$ cat src/rtl/bnpc_pkg.sv
// Shared types and constants for the branch next-PC unit.
// No dependencies; imported by bnpc_resolve, branch_next_pc_unit and bnpc_checker.
package bnpc_pkg;

  localparam int InBytes  = 21;
  localparam int OutBytes = 9;

  localparam logic [31:0] B_MASK      = 32'hFC00_0000;
  localparam logic [31:0] B_MATCH     = 32'h1400_0000;
  localparam logic [31:0] BR_MASK     = 32'hFFFF_FC1F;
  localparam logic [31:0] BR_MATCH    = 32'hD61F_0000;
  localparam logic [31:0] BCOND_MASK  = 32'hFF00_0010;
  localparam logic [31:0] BCOND_MATCH = 32'h5400_0000;

  localparam logic [3:0] COND_EQ = 4'h0;
  localparam logic [3:0] COND_NE = 4'h1;
  localparam logic [3:0] COND_GE = 4'hA;
  localparam logic [3:0] COND_LT = 4'hB;
  localparam logic [3:0] COND_GT = 4'hC;
  localparam logic [3:0] COND_LE = 4'hD;
  localparam logic [3:0] COND_AL = 4'hE;

  typedef struct packed {
    logic        flag_v;
    logic        flag_z;
    logic        flag_n;
    logic [63:0] reg_value;
    logic [63:0] cur_pc;
    logic [31:0] instr_word;
  } bnpc_in_t;

  typedef struct packed {
    logic        handled;
    logic [63:0] next_pc;
  } bnpc_res_t;

endpackage

$ cat src/rtl/bnpc_resolve.sv
// Combinational branch decode, condition check and next-PC adder.
// Depends on bnpc_pkg.
module bnpc_resolve (
  input  bnpc_pkg::bnpc_in_t  item,
  output bnpc_pkg::bnpc_res_t res
);
  import bnpc_pkg::*;

  logic [31:0] w;
  logic        is_b;
  logic        is_br;
  logic        is_bcond;
  logic        take;
  logic        known;
  logic        nv_eq;
  logic [63:0] offset;
  logic [63:0] sum;

  assign w        = item.instr_word;
  assign is_b     = (w & B_MASK) == B_MATCH;
  assign is_br    = (w & BR_MASK) == BR_MATCH;
  assign is_bcond = (w & BCOND_MASK) == BCOND_MATCH;
  assign nv_eq    = item.flag_n == item.flag_v;

  always_comb begin
    take  = 1'b0;
    known = 1'b1;
    unique case (w[3:0])
      COND_EQ: take = item.flag_z;
      COND_NE: take = !item.flag_z;
      COND_GE: take = nv_eq;
      COND_LT: take = !nv_eq;
      COND_GT: take = !item.flag_z && nv_eq;
      COND_LE: take = !(!item.flag_z && nv_eq);
      COND_AL: take = 1'b1;
      default: known = 1'b0;
    endcase
  end

  // Sign taken from the top immediate bit, i.e. bit 27 / bit 20 after scaling
  always_comb begin
    if (is_b) begin
      offset = {{36{w[25]}}, w[25:0], 2'b00};
    end else if (take) begin
      offset = {{43{w[23]}}, w[23:5], 2'b00};
    end else begin
      offset = 64'd4;
    end
  end

  assign sum = item.cur_pc + offset;

  always_comb begin
    priority if (is_b) begin
      res.next_pc = sum;
      res.handled = 1'b1;
    end else if (is_br) begin
      res.next_pc = item.reg_value;
      res.handled = 1'b1;
    end else if (is_bcond && known) begin
      res.next_pc = sum;
      res.handled = 1'b1;
    end else begin
      res.next_pc = item.cur_pc;
      res.handled = 1'b0;
    end
  end

endmodule

$ cat src/rtl/branch_next_pc_unit.sv
// Channel   | dir | tdata fields (low bit first)
// s_axis    | in  | instr_word 32, cur_pc 64, reg_value 64, flag_n, flag_z, flag_v, pad 5
// m_axis    | out | next_pc 64, handled 1, pad 7
//
// One beat per cycle sustained while the output is not stalled; beats pass through the input
// register and then the result register, with the single 64-bit adder between the two.
// Reset (rst, synchronous) empties both registers; only the valid bits are reset.
// A stalled output holds; the input stage keeps taking beats while the result
// register can move on or while the input register is empty.
// Top level of the branch next-PC unit; depends on bnpc_pkg and bnpc_resolve.
module branch_next_pc_unit (
  input  logic                         clk,
  input  logic                         rst,
  input  logic                         s_axis_tvalid,
  output logic                         s_axis_tready,
  // instr_word, cur_pc, reg_value, flag_n, flag_z, flag_v, zero pad
  input  logic [bnpc_pkg::InBytes*8-1:0]  s_axis_tdata,
  output logic                         m_axis_tvalid,
  input  logic                         m_axis_tready,
  // next_pc, handled, zero pad
  output logic [bnpc_pkg::OutBytes*8-1:0] m_axis_tdata
);
  import bnpc_pkg::*;

  localparam int InW  = $bits(bnpc_in_t);
  localparam int OutW = $bits(bnpc_res_t);

  logic      in_valid;
  bnpc_in_t  in_item;
  logic      out_valid;
  bnpc_res_t out_res;
  bnpc_res_t res_next;
  logic      out_adv;
  logic      in_adv;

  assign out_adv       = !out_valid || m_axis_tready;
  assign in_adv        = !in_valid || out_adv;
  assign s_axis_tready = in_adv;

  bnpc_resolve u_resolve (
    .item (in_item),
    .res  (res_next)
  );

  always_ff @(posedge clk) begin
    if (rst) begin
      in_valid  <= 1'b0;
      out_valid <= 1'b0;
    end else begin
      if (in_adv) begin
        in_valid <= s_axis_tvalid;
      end
      if (out_adv) begin
        out_valid <= in_valid;
      end
    end
  end

  always_ff @(posedge clk) begin
    if (in_adv && s_axis_tvalid) begin
      in_item <= bnpc_in_t'(s_axis_tdata[InW-1:0]);
    end
    if (out_adv && in_valid) begin
      out_res <= res_next;
    end
  end

  assign m_axis_tvalid = out_valid;
  assign m_axis_tdata  = {{(OutBytes*8-OutW){1'b0}}, out_res};

endmodule

$ cat config.mk
export PLATFORM = sky130hd
export DESIGN_NAME = branch_next_pc_unit
export DESIGN_NICKNAME = d
export VERILOG_FILES = /design/src/rtl/bnpc_pkg.sv /design/src/rtl/bnpc_resolve.sv /design/src/rtl/branch_next_pc_unit.sv
export SDC_FILE = /design/constraint.sdc
export NUM_CORES = 1
export LEC_CHECK = 0
export BUFFER_PORTS_ARGS = -buffer_cell sky130_fd_sc_hd__buf_2
export CORE_MARGIN = 5
export CORE_UTILIZATION = 50
export DETAILED_ROUTE_END_ITERATION = 7
export PLACE_DENSITY = 0.76
export SETUP_SLACK_MARGIN = 0.2
export SLEW_MARGIN = 5
export SYNTH_ARGS = -nofsm -noshare
export SYNTH_HDL_FRONTEND = slang
export SYNTH_SLANG_ARGS = --single-unit
$ cat constraint.sdc
create_clock -name clk -period 6.6 [get_ports clk]
set_input_delay 1.32 -clock clk [delete_from_list [all_inputs] [get_ports clk]]
set_output_delay 1.32 -clock clk [all_outputs]
set_load 0.05 [all_outputs]
Word level (Yosys, flattened, before mapping)
Cells that the tools add are included.
{"block": "totals", "register_bits": 230, "latch_bits": 0, "ramBits": 0, "romBits": 0, "in_bits": 172, "output_inout_bits": 74, "memories": 0}
{"block": "op_classes", "addsub": 1, "n_mul": 0, "div": 0, "magnitude_cmp": 0, "n_eq_ne": 10, "shift": 0, "mux": 7, "bitwise": 0, "n_reduce_logical": 14}
{"op": "2-to-1 mux 64 bit", "count": 4}
{"op": "2-to-1 mux 65 bit", "count": 1}
{"op": "adder 64 bit", "count": 1}
{"op": "equality test 27 bit, second input constant", "count": 1}
{"op": "equality test 4 bit, second input constant", "count": 5}
{"op": "equality test 9 x 8 -> 1 bit, second input constant", "count": 1}
{"op": "case mux 1 bit (7 select lines)", "count": 1}
{"op": "OR reduction 7 bit", "count": 1}
{"op": "equality test 6 x 3 -> 1 bit, second input constant", "count": 1}
{"op": "zero test 1 bit", "count": 5}
{"op": "equality test 4 x 1 -> 1 bit, second input constant", "count": 1}
{"op": "logical AND 1 bit", "count": 4}
{"op": "zero test 4 bit", "count": 1}
{"op": "logical OR 1 bit", "count": 2}
{"op": "OR reduction 2 bit", "count": 1}
{"op": "equality test 1 bit", "count": 1}
{"op": "2-to-1 mux 1 bit", "count": 1}

Depth between registers and ports, before layout
Gate-level depths: netlist of run 1.
{"block": "depth", "depth_word": 10, "mapped_depth": 22, "ltp_nobuf": 21}

Modules after synthesis
A second synthesis of run 1 with hierarchy kept.
{"block": "unflattened", "hier_cells": 1104, "area_unflattened_um2": 12224.2}
{"module": "branch_next_pc_unit", "instances": 1, "cells_each": 246, "area_each_um2": 7006.7, "seq_area_each_um2": 6886.6}
{"module": "bnpc_resolve", "instances": 1, "cells_each": 858, "area_each_um2": 5217.5, "seq_area_each_um2": 0.0}

Least setup slack after synthesis of run 1
No wires, ideal clock.
{"block": "synth_timing", "path_type": "flip-flop to flip-flop", "from": "reg in_item[3] in the netlist's numbering", "to": "reg out_res, in the netlist m_axis_tdata[63], data pin", "arrival_time_ps": 5962, "setup_slack_ps": 377, "path_stages_with_launch": 17, "path_buffers": 1, "period_less_slack_ps": 6223, "path_cell_list": "edfxtp_1 -> clkbuf_1 -> or4b_2 -> a21oi_1 -> a21oi_1 -> o21ai_0 -> ha_1 -> nand2_1 -> or4_4 -> a311oi_2 -> nor2_1 -> o31ai_2 -> nand3_1 -> and2_4 -> o31ai_4 -> xnor2_1 -> o21ai_1"}
{"element": "from (decl)", "line": "branch_next_pc_unit.sv:29", "rtl": "bnpc_in_t in_item;"}
{"element": "from (signal assigned)", "line": "branch_next_pc_unit.sv:61", "rtl": "in_item <= bnpc_in_t'(s_axis_tdata[InW-1:0]);"}
{"element": "to (signal assigned)", "line": "branch_next_pc_unit.sv:64", "rtl": "out_res <= res_next;"}
{"element": "to (decl)", "line": "branch_next_pc_unit.sv:31", "rtl": "bnpc_res_t out_res;"}

==> impl_metrics.toml, run 1 <==
[status]
status = "completed"

[sta]
rsz0062_at_grt = "false"
tightest_slew_ns = 1.23
setup_tns_ns = 0
setup_viol = 0
relSlewSlack_pct = 17.5
finalMaxSlewViolations = 0
skew_ns = 0.0182
finalCriticalPeriod_ns = 5.34
fin_ws_ns = 1.26
fmax_mhz = 187
finalHoldViolCount = 0
post-route-period-util_pct = 80.9

[floorplan]
ioPinCount = 246
core_area_mm2 = 0.0243
start_util_pct = 50.7
die_area_mm2 = 0.0279
die_y_um = 167
row_count = 57
die_w_um = 167

[yosys]
yosysTopAreaCellShare_pct = 55.6
synth_top_area_cell = "edfxtp_1"
synthTopCellsByArea = "edfxtp_1 (56%), ha_1 (6.2%), a21oi_1 (5.5%)"
yosysUniqueCellTypes = 76
yosysSeqAreaShare_pct = 55.9
netlist_area_mm2 = 0.0123
ys_ff_latch = 230
synth_enable_flop_cells = 228
synthArstFlopShare_pct = 0
synthFlopType = "edfxtp_1"
synth-warning-count = 0
syn_inst = 1122
avgSynthCellArea_um2 = 11.0

[clock_network]
cts_made_buffers = 25
clk_latency_ns = 0.53
hold_buffers = 0
cts_setup_buffers = 0
cts_tree = "built"
root_buffer = "clkbuf_16"
cts_buffer_depth = 3
h-tree-depth = 1
post_cts_resized = 0
path_clk_slew_ns = 0.06
cts_sinks = 230

[detailed_routing]
drc = 0
drt-vias-per-instance = 5.66
drtIter0Drc = 807
postRouteAntennaNets = 0
dr.pass1.iters = 5
wl_per_cell_um = 18.5
routed_wl_mm = 31.1
vias = 9523

[layout]
layout_commonest_cell = "buf_2"
regArea_mm2 = 0.00689
nets = 1573
fillers = 2040
multi_input_area_mm2 = 0.00513
drive_above_1_share_pct = 22.4
area_growth_syn_to_layout_pct = 18.0
final_cell_mix = "buf_2 (233), edfxtp_1 (228), a21oi_1 (135), nor2_1 (110), nand2_1 (109)"

[global_routing]
grtUsageTotal_pct = 21.5
grt_start_max_net_pins = 75
grt_pass1_vias = 9331
grt_pass1_wl_mm = 48.8
antenna_found_initial = 2
grt_overflow_total = 0

[place]
pre_cts_ws_ns = 1.27
dp_hpwl_mm = 22.9
io_buffer_count = 233
place_congestion = 0.943

[critical_path]
arrival_ns = 5.66
cp_max_fo = 33
max_stage_delay_ns = 0.66
crit_top_cell = "nand2_1"
end_kind = "register"
cp-start-kind = "register"
crit_required_ns = 6.93
slowest_stage = "nor4bb_1"
path_class = "reg2reg"
cp_cell_sequence = "nor4bb_1, nand2_1, nand2_1, o21ai_2, buf_4, ha_1, nand4_1, nor2_1, nand2_1, or2_0, o21a_1, o21ai_1, a31oi_1, o31a_1, o21a_1, o311ai_1"

[power_and_ir_drop]
peakVddDrop_uv = 220
p_leak_uw = 0.00585
power_density_mw_per_mm2 = 251

[run]
maxCapViolCount = 0

[min_path]
hold_path.class = "reg2reg"
==> stage by stage <==
stage / util [%] / cell area (um^2) / std cells / power (uW) / hold WS (ns)
after CTS: 59.8 / 14500 / 1681 / 3680 / 0.514
after global routing: 59.8 / 14500 / 1683 / 3820 / 0.555
after floorplan: - / 12300 / 1128 / 2200 / 0.478
after global placement: 56.6 / 13800 / 1636 / 2360 / 0.489
final: 59.8 / 14500 / 1683 / 3650 / 0.511
after detailed placement: 56.6 / 13800 / 1636 / 2370 / 0.501
==> synth_stat cells (5+ instances only) <==
library cell / count
a211oi_1: 8
o21a_1: 10
nor4_1: 6
edfxtp_1: 228
a21o_1: 27
ha_1: 61
xnor2_1: 34
xor2_1: 24
o21ai_1: 6
o21ai_0: 68
nand4_1: 24
a31oi_1: 10
buf_4: 7
o21bai_1: 14
nand2_1: 109
a21oi_1: 135
inv_1: 26
mux2i_1: 13
buf_2: 12
nor3_1: 18
o31ai_1: 5
o211ai_1: 9
a21boi_0: 6
nor2_1: 110
nand2b_1: 6
nor2b_1: 5
nand3_1: 15
clkbuf_1: 37
a22oi_1: 17
==> area by class of cell <==
cell class,instances,area share [%]
Antenna cell,2,0.0344
Clock buffer,29,4.41
Clock inverter,16,0.861
Inverter,26,0.671
Multi-Input combinational cell,812,35.3
Sequential cell,230,47.4
Tap cell,324,2.79
Timing Repair Buffer,244,8.59
==> per-layer routing <==
metal | up-vias | GRT usage [%] | part of all wire (%)
met2 | 352 | 35.5 | 48
met5 | - | 0 | 0
met1 | 4462 | 29.5 | 43
met3 | 59 | 3.53 | 6.9
met4 | 0 | 5.87 | 2.7
li1 | 4650 | - | -
==> worst paths after layout <==
| check | from | endpoint | slack, ns | depth (start not counted) |
|---|---|---|---|---|
| worst max register to register | in_item[27] | m_axis_tdata[62] | 1.26 | 16 |
| worst min-delay path | in_item[96] | m_axis_tdata[0] | 0.51 | 2 |
| worst max-delay path | in_item[27] | m_axis_tdata[62] | 1.26 | 16 |
| worst min register to register | in_item[96] | m_axis_tdata[0] | 0.51 | 2 |
==> where the power goes <==
group / total, uW / internal, uW / switching (uW)
sequential: 1740 / 1700 / 36.6
clock: 1300 / 740 / 563
combinational: 608 / 216 / 392
==> cells by family (layout without fill, tap and decap cells) <==
| kind of cell | after synthesis | after routing | share of synthesized area (%) |
|---|---|---|---|
| and+or+nand+nor | 322 | 322 | 12.0 |
| muxes | 13 | 13 | 1.06 |
| AOI/OAI and AO/OA | 350 | 350 | 17.6 |
| adders and majority gates | 62 | 62 | 6.36 |
| other | 1 | 9 | 0.0304 |
| DFF | 230 | 230 | 55.9 |
| buffers and inverters | 86 | 315 | 2.96 |
| xor gates and xnor gates | 58 | 58 | 4.12 |
==> critical path: cells and delay by family, from the launching register on <==
family | cells | cell delay [ns]
adders and majority gates | 1 | 0.49
buffers and inverters | 1 | 0.29
AOI/OAI and AO/OA | 7 | 1.78
DFF | 1 | 0.37
and+or+nand+nor | 7 | 2.19
==> sequential cells by signal, summed over array words and instances (netlist names) <==
name           count
m_axis_tvalid      1
in_valid           1
m_axis_tdata      65
in_item          163
Note: power is estimated with default switching activity, not from simulation.
==> run 2: changes to the inputs <==
--- a/config.mk
+++ b/config.mk
@@ -7,9 +7,9 @@
 export LEC_CHECK = 0
 export BUFFER_PORTS_ARGS = -buffer_cell sky130_fd_sc_hd__buf_2
 export CORE_MARGIN = 5
-export CORE_UTILIZATION = 50
+export CORE_UTILIZATION = 56
 export DETAILED_ROUTE_END_ITERATION = 7
-export PLACE_DENSITY = 0.76
+export PLACE_DENSITY = 0.81
 export SETUP_SLACK_MARGIN = 0.2
 export SLEW_MARGIN = 5
 export SYNTH_ARGS = -nofsm -noshare
==> constraint.sdc (replaced) <==
create_clock -name clk -period 5.4 [get_ports clk]
set_input_delay 1.08 -clock clk [delete_from_list [all_inputs] [get_ports clk]]
set_output_delay 1.08 -clock clk [all_outputs]
set_load 0.05 [all_outputs]
==> run 2 against run 1 <==
Worst setup slack got worse by 0.86 ns; die area fell by 10%; clock power rose by 25%; critical path type unchanged; critical endpoint is now m_axis_tdata[63]; highest routed layer unchanged.
==> impl_metrics.toml, run 2 (synthesis gave the netlist of run 1 again) <==
[status]
status = "completed"

[clock_network]
cts_tree = "built"
root_buffer = "clkbuf_16"
post_cts_resized = 0
cts_sinks = 230
path_clk_slew_ns = 0.06
cts_made_buffers = 23
h-tree-depth = 1
cts_buffer_depth = 3
clk_latency_ns = 0.52
cts_setup_buffers = 0
hold_buffers = 0

[floorplan]
die_area_mm2 = 0.0251
start_util_pct = 56.6
die_w_um = 158
ioPinCount = 246
core_area_mm2 = 0.0218
die_y_um = 158
row_count = 54

[sta]
fmax_mhz = 200
tightest_slew_ns = 1.18
finalCriticalPeriod_ns = 5.00
skew_ns = 0.0149
finalHoldViolCount = 0
finalMaxSlewViolations = 0
setup_tns_ns = 0
relSlewSlack_pct = 21.4
rsz0062_at_grt = "false"
post-route-period-util_pct = 92.6
setup_viol = 0

[place]
dp_hpwl_mm = 22.8
io_buffer_count = 233
place_congestion = 0.945
placed_area_mm2 = 0.0137

[critical_path]
crit_required_ns = 5.62
reg2reg_slack_ns = 0.40
arrival_ns = 5.22
r2r_end = "m_axis_tdata[63]"
cp_max_fo = 21
reg2reg_from = "in_item[0]"
cp-start-kind = "register"
end_kind = "register"
path_class = "reg2reg"
r2r_cells = 17

[global_routing]
grt_overflow_total = 0
grt_pass1_wl_mm = 48.5
antenna_found_initial = 2
grtUsageTotal_pct = 24.2
grt_pass1_vias = 9439
grt_start_max_net_pins = 164

[min_path]
worst_hold_path.num_cells = 2
hp-start = "in_item[32]"
hold_path.class = "reg2reg"
hold_path_end = "m_axis_tdata[0]"

[layout]
final_cell_mix = "buf_2 (233), edfxtp_1 (228), a21oi_1 (134), nor2_1 (110), nand2_1 (109)"
nets = 1573
area_growth_syn_to_layout_pct = 17.9
drive_above_1_share_pct = 22.4
largest_register_ffs = 163
stdcell_area_mm2 = 0.0145
layout_commonest_cell = "buf_2"
fillers = 1706
top_register = "in_item"
final_core_util_pct = 66.8

[detailed_routing]
routed_wl_mm = 31.4
postRouteAntennaNets = 0
wl_per_cell_um = 19.2
vias = 9648
drtIter0Drc = 752
drt-vias-per-instance = 5.89
dr.pass1.iters = 5
drc = 0

[power_and_ir_drop]
p_leak_uw = 0.00586
power_density_mw_per_mm2 = 310
peakVddDrop_uv = 328

[run]
maxCapViolCount = 0
## run 2: how the worst max path moves through the flow
| stage | start | endpoint | slack [ns] | cells after the start |
|---|---|---|---|---|
| finish | in_item[0] | m_axis_tdata[63] | 0.40 | 17 |
| floorplan | in_item[3] | m_axis_tdata[63] | 0.64 | 16 |
| detailed placement | in_item[0] | m_axis_tdata[62] | 0.42 | 17 |
| CTS | in_item[0] | m_axis_tdata[47] | 0.40 | 16 |
| global placement | in_item[3] | m_axis_tdata[52] | 0.49 | 16 |
| global route | in_item[3] | m_axis_tdata[63] | 0.22 | 17 |
## run 2: cell type report
type / count / area (um^2) / share of cell area (%)
sequential: 230 / 6890 / 47.4
multi-input combinational: 812 / 5150 / 35.5
timing repair buffer: 246 / 1280 / 8.78
clock buffer: 29 / 598 / 4.12
tap: 280 / 350 / 2.41
clock inverter: 12 / 161 / 1.11
inverter: 26 / 97.6 / 0.672
antenna: 2 / 5.00 / 0.0345
## run 2: routing by layer
layer | vias up | global-route usage [%] | share of wire [%]
met2 | 401 | 41.4 | 49
met3 | 66 | 3.56 | 7.0
met4 | 0 | 7.72 | 3.2
met1 | 4536 | 32.1 | 41
li1 | 4645 | - | -
met5 | - | 0 | 0
## run 2: power breakdown
group,switching [uW],internal (uW)
combinational,481,268
clock,657,974
sequential,46.1,2080
total,1180,3320
## run 2: per-stage QoR
step                      total power (uW)  setup WS, ns  instances  hold slack (ns)
final                                 4510         0.401       1637            0.514
after detailed placement              2900         0.423       1594            0.498
after floorplan                       2690         0.641       1128            0.478
after global placement                2890         0.487       1594            0.492
after global routing                  4690         0.219       1637            0.547
after CTS                             4520         0.398       1635            0.512
## run 2: worst max-delay path, stage by stage, from the launching register on
cell      delay (ns)
edfxtp_1        0.48
or4b_2          0.70
a21oi_1         0.16
a21oi_1         0.05
buf_4           0.21
nor2_1          0.33
a21o_1          0.19
ha_1            0.27
nand4_1         0.15
or4_4           0.51
a311oi_2        0.26
nor2_1          0.11
o31ai_2         0.46
nand3_1         0.14
and2_4          0.22
o31ai_4         0.23
xnor2_1         0.14
o21ai_1         0.08
